**src/rtl/core/sabr_pkg.sv**
```systemverilog
// shared types and constants for the signed alu
`default_nettype none
package sabr_pkg;
	localparam int WIDTH = 8;
	localparam int MAG_W = WIDTH + 1;

	typedef enum logic [2:0] {
		OP_ADD = 3'd0,
		OP_SUB = 3'd1,
		OP_MUL = 3'd2,
		OP_DIV = 3'd3,
		OP_REM = 3'd4
	} op_t;

	// one request in flight through the iterative stages
	typedef struct packed {
		logic [2:0]       mode;
		logic [WIDTH-1:0] a;
		logic [WIDTH-1:0] b;
		logic [WIDTH-1:0] easy;      // add/sub result
		logic [MAG_W-1:0] rem;       // partial remainder
		logic [MAG_W-1:0] quo;       // dividend shifting into quotient
		logic [MAG_W-1:0] dvs;       // divisor magnitude
		logic [2*WIDTH:0] booth;     // booth accumulator {p, multiplier, q-1}
	} work_t;
endpackage
`default_nettype wire

```
**src/rtl/core/signed_alu_booth_restoring_div.sv**
```systemverilog
// top level of the pipelined signed alu
// Signed two's complement ALU: add, subtract, Booth multiply (low bits kept),
// divide and remainder by restoring division on magnitudes. One request is
// accepted per cycle while in_stall is low; each result passes through one entry
// stage, WIDTH iteration stages each doing one Booth and one division step,
// and one output stage. Quotient truncates toward zero, the
// remainder takes the dividend's sign, a zero divisor gives 0 and sets
// divide_by_zero, and unused modes give 0. Stall freezes the whole pipe.
`default_nettype none
module signed_alu_booth_restoring_div (
	input  wire                        clk,
	input  wire                        arst_n,
	input  wire                        in_valid,
	output logic                       in_stall,
	input  wire  [2:0]                 mode,
	input  wire  signed [sabr_pkg::WIDTH-1:0] operand_a,
	input  wire  signed [sabr_pkg::WIDTH-1:0] operand_b,
	output logic                       out_valid,
	input  wire                        out_stall,
	output logic signed [sabr_pkg::WIDTH-1:0] result,
	output logic                       divide_by_zero
);
	import sabr_pkg::*;

	localparam int NS = WIDTH + 1;

	work_t          pipe_s1 [NS];
	logic  [NS-1:0] vld_s1;
	work_t          nxt [NS];
	logic           adv;
	logic [WIDTH-1:0] ma, mb;
	work_t          ent;
	work_t          fin;
	logic [WIDTH-1:0] q, r, res_c;
	logic           dz_c;

	// whole pipe moves unless the output register is full and stalled
	assign adv = !(out_valid && out_stall);
	assign in_stall = !adv;

	always_comb begin
		ma = operand_a[WIDTH-1] ? WIDTH'(-operand_a) : operand_a;
		mb = operand_b[WIDTH-1] ? WIDTH'(-operand_b) : operand_b;
		ent = '0;
		ent.mode = mode;
		ent.a = operand_a;
		ent.b = operand_b;
		case (mode)
			OP_ADD:  ent.easy = operand_a + operand_b;
			OP_SUB:  ent.easy = operand_a - operand_b;
			default: ent.easy = '0;
		endcase
		ent.rem = '0;
		// dividend sits at the top so WIDTH steps consume all of its bits
		ent.quo = {ma, 1'b0};
		ent.dvs = {1'b0, mb};
		ent.booth = {{WIDTH{1'b0}}, operand_b, 1'b0};
	end

	assign nxt[0] = ent;
	for (genvar i = 1; i < NS; i++) begin : g_st
		sabr_step u_step (.din(pipe_s1[i-1]), .dout(nxt[i]));
	end

	always_ff @(posedge clk or negedge arst_n) begin
		if (!arst_n) begin
			vld_s1 <= '0;
		end else if (adv) begin
			vld_s1 <= {vld_s1[NS-2:0], in_valid};
		end
	end

	always_ff @(posedge clk) begin
		if (adv) begin
			for (int k = 0; k < NS; k++) pipe_s1[k] <= nxt[k];
		end
	end

	// sign fix and selection on the last stage
	always_comb begin
		fin = pipe_s1[NS-1];
		q = fin.quo[WIDTH-1:0];
		r = fin.rem[WIDTH-1:0];
		dz_c = 1'b0;
		case (fin.mode)
			OP_ADD, OP_SUB: res_c = fin.easy;
			OP_MUL: res_c = fin.booth[WIDTH:1];
			OP_DIV, OP_REM: begin
				if (fin.b == '0) begin
					dz_c = 1'b1;
					res_c = '0;
				end else if (fin.mode == OP_DIV) begin
					res_c = (fin.a[WIDTH-1] != fin.b[WIDTH-1]) ? WIDTH'(-q) : q;
				end else begin
					res_c = fin.a[WIDTH-1] ? WIDTH'(-r) : r;
				end
			end
			default: res_c = '0;
		endcase
	end

	always_ff @(posedge clk or negedge arst_n) begin
		if (!arst_n) begin
			out_valid <= 1'b0;
		end else if (adv) begin
			out_valid <= vld_s1[NS-1];
		end
	end

	always_ff @(posedge clk) begin
		if (adv) begin
			result <= res_c;
			divide_by_zero <= dz_c;
		end
	end

	a_hold: assert property (@(posedge clk) disable iff (!arst_n)
		out_valid && out_stall |=> out_valid && $stable(result))
		else $error("result changed under stall");
	a_dz: assert property (@(posedge clk) disable iff (!arst_n)
		out_valid && divide_by_zero |-> result == '0)
		else $error("nonzero result on zero divisor");
	a_stall: assert property (@(posedge clk) disable iff (!arst_n)
		in_stall |-> out_valid && out_stall)
		else $error("input stalled without output stall");
endmodule
`default_nettype wire

```
**src/rtl/core/sabr_step.sv**
```systemverilog
// one stage: one booth step and one restoring division step
`default_nettype none
module sabr_step (
	input  wire  sabr_pkg::work_t din,
	output sabr_pkg::work_t       dout
);
	import sabr_pkg::*;

	logic [MAG_W-1:0] shifted;
	logic [MAG_W:0]   diff;
	logic [WIDTH-1:0] p;
	logic [WIDTH-1:0] psum;

	always_comb begin
		dout = din;
		// restoring division step
		shifted = {din.rem[MAG_W-2:0], din.quo[MAG_W-1]};
		diff = {1'b0, shifted} - {1'b0, din.dvs};
		dout.quo = {din.quo[MAG_W-2:0], ~diff[MAG_W]};
		dout.rem = diff[MAG_W] ? shifted : diff[MAG_W-1:0];
		// booth radix-2 step
		p = din.booth[2*WIDTH:WIDTH+1];
		case (din.booth[1:0])
			2'b01:   psum = p + din.a;
			2'b10:   psum = p - din.a;
			default: psum = p;
		endcase
		dout.booth = {psum[WIDTH-1], psum, din.booth[WIDTH:1]};
	end
endmodule
`default_nettype wire

```
**config.mk**
```make
export PLATFORM = sky130hd
export DESIGN_NAME = signed_alu_booth_restoring_div
export DESIGN_NICKNAME = d
export VERILOG_FILES = /design/src/rtl/core/sabr_pkg.sv /design/src/rtl/core/signed_alu_booth_restoring_div.sv /design/src/rtl/core/sabr_step.sv
export SDC_FILE = /design/constraint.sdc
export NUM_CORES = 1
export LEC_CHECK = 0
export BUFFER_PORTS_ARGS = -buffer_cell sky130_fd_sc_hd__clkbuf_2
export CORE_UTILIZATION = 53
export DETAILED_ROUTE_END_ITERATION = 6
export PLACE_DENSITY = 0.71
export SYNTH_ARGS = -nofsm -noshare
export SYNTH_HDL_FRONTEND = slang
export SYNTH_HIERARCHICAL = 1
export SYNTH_SLANG_ARGS = --single-unit
```
**constraint.sdc**
```tcl
create_clock -name clk -period 43.3 [get_ports clk]
set_input_delay 12.99 -clock clk [delete_from_list [all_inputs] [get_ports clk]]
set_output_delay 12.99 -clock clk [all_outputs]
set_load 0.005 [all_outputs]
```
==> flow_summary.json <==
{
  "place_inst": 2159,
  "grt_max_degree": 201,
  "antenna_cells": 0,
  "finalNetCount": 1769,
  "wl_per_cell_um": 14.6,
  "min_path_cells": 0,
  "synthCells": 1869,
  "grt_usage_pct": 13.6,
  "ctsHoldBuffers": 0,
  "internal_power_mw": 1.46,
  "overflow": 0,
  "min-delay-start": "pipe_s1[0][219]$_DFFE_PN_",
  "drt_iter0_drc": 531,
  "die_y_um": 224,
  "fin_crit_ns": 26.82,
  "outcome": "completed",
  "grt_pass1_vias": 11400,
  "coreArea_um2": 48000,
  "clk_pin_slew_ns": 0.06,
  "cp.arrival_ns": 13.83,
  "setup_slack_ns": 16.48,
  "switching_share_pct": 30.5,
  "htree_num_levels": 2,
  "worst_hold_path.endpoint": "pipe_s1[0][291]$_DFFE_PN_",
  "slew_headroom_pct": 27.7,
  "insertion_delay_ns": 0.58,
  "fmax_ghz": 0.0373,
  "rrSetupSlack_ns": 40.30,
  "fill_cells": 3795,
  "syn_area_um2": 26000,
  "grt_antenna_before_repair": 0,
  "stdcell_count": 2255,
  "post_cts_buffers": 0,
  "area_growth_pct": -0.471,
  "wirelength_um": 32800,
  "worst_r2r_endpoint": "result[3]$_DFFE_PN_",
  "r2r_start": "out_valid$_DFFE_PN0N_",
  "die-area_um2": 50000,
  "ios": 34,
  "viasPerCell": 4.93,
  "yosys_warnings": 6,
  "peakVddDrop_v": 0.0000424,
  "maxSlewViolCount": 0,
  "vias": 11100,
  "crit_type": "input port to output port",
  "rsz0062_at_grt": "no",
  "dpl.hpwl_um": 22500,
  "cts_buffer_depth": 3,
  "place_congestion": 0.855,
  "maxCapViolations": 0,
  "pwr-share-seq_pct": 46.6,
  "first_pass_iters": 5,
  "p_per_area_nw_per_um2": 80.8,
  "cts_root_buf": "clkbuf_16",
  "leakagePower_nw": 10.2,
  "hp-class": "flip-flop to flip-flop",
  "p_sw_uw": 638,
  "worstPathRequired_ns": 30.31,
  "endpoint_kind": "output port",
  "ctsResizeCount": 0,
  "post-route-period-util_pct": 61.9,
  "holdWs_ns": 0.407,
  "die_x_um": 224,
  "postRouteAntennaNets": 0,
  "cts.sink_count": 538,
  "initial_core_util_pct": 54.2,
  "finalHoldViolations": 0,
  "drive_gt1_share_pct": 11.2,
  "fp-row-count": 80,
  "place_ws_ns": 16.46,
  "setup_tns_ns": 0,
  "reg2reg_depth": 3,
  "post-route-util_pct": 53.9,
  "comb_power_share_pct": 32.8,
  "grt_pass1_wl_um": 54700,
  "drc": 0,
  "setup_viol_count_final": 0,
  "worst_slew_pin_slew_ns": 1.08,
  "start_kind": "input port",
  "portBuffers": 33,
  "cts_inserted_buffers": 52,
  "power.clock.fraction_pct": 20.6,
  "worstPathMaxFanout": 32,
  "cts_tree": "built",
  "skew_ns": 0.0133,
  "synth.avg_cell_area_um2": 13.9
}
[how the worst max path moves through the flow]
stage	from	endpoint	slack (ns)	depth (start not counted)
after detailed placement	out_stall	in_stall	16.46	4
after global routing	out_stall	in_stall	16.43	4
after floorplan	out_stall	in_stall	2.07	3
after CTS	out_stall	in_stall	16.46	4
after global placement	out_stall	in_stall	16.45	4
final	out_stall	in_stall	16.48	4
[through the flow]
stage	instance area, um^2	total power, mW
after global placement	24200	1.64
final	25900	2.09
after floorplan	26100	1.75
after global routing	25900	2.24
after detailed placement	24200	1.67
after CTS	25900	2.12
[power by group through the flow]
stage               Sequential, mW  Combinational (mW)  Clock, mW
floorplan                     1.03               0.713          0
global placement             0.979               0.657          0
detailed placement           0.987               0.688          0
CTS                          0.978               0.696      0.443
global route                  1.00               0.778      0.462
finish                       0.975               0.687      0.431
[per-layer routing]
| layer | track usage, % | share of wire, % |
|---|---|---|
| met2 | 24.2 | 51 |
| met4 | 5.97 | 3.2 |
| met5 | 0 | 0 |
| met3 | 2.41 | 3.3 |
| met1 | 16.2 | 43 |
[area by class of cell]
type / count / area [um^2] / share of cell area, %
Clock buffer: 66 / 1400 / 5.39
Clock inverter: 30 / 253 / 0.976
Sequential cell: 538 / 16100 / 62.2
Inverter: 149 / 559 / 2.16
Multi-Input combinational cell: 819 / 6600 / 25.5
Tap cell: 615 / 769 / 2.97
Timing Repair Buffer: 38 / 215 / 0.831
[worst max-delay path, stage by stage]
cell and delay [ns]:
clkbuf_2 0.10, nand2_4 0.39, inv_1 0.17, clkbuf_2 0.15
[flip-flops by register name, indices dropped and copies added, names as in the netlist]
| register | count |
|---|---|
| vld_s1 | 9 |
| result | 8 |
| pipe_s1 | 519 |
| out_valid | 1 |
| divide_by_zero | 1 |
[placed cells by master, fill, tap and decap left out, types with 4 or more instances in the layout]
master and n:
mux2i_1 33, nand2_1 62, nor2b_1 37, clkbuf_16 53, buf_4 4, a21o_1 33, clkbuf_1 11, nor4_1 5
edfxtp_1 528, a31oi_1 16, ha_1 132, nor3_1 16, xnor2_1 87, nand3b_1 7, clkbuf_2 33, a311o_1 8
nor2_1 59, dfrtp_1 10, conb_1 34, o21ai_1 8, o21ai_0 58, clkinv_1 10, mux2_2 56, a31oi_4 8
clkinv_2 11, a21oi_1 51, bufinv_16 4, nand2b_1 20, o31ai_1 7, fa_1 16, inv_1 149, xor2_1 28
No activity file was read; power rests on OpenSTA's default activity.
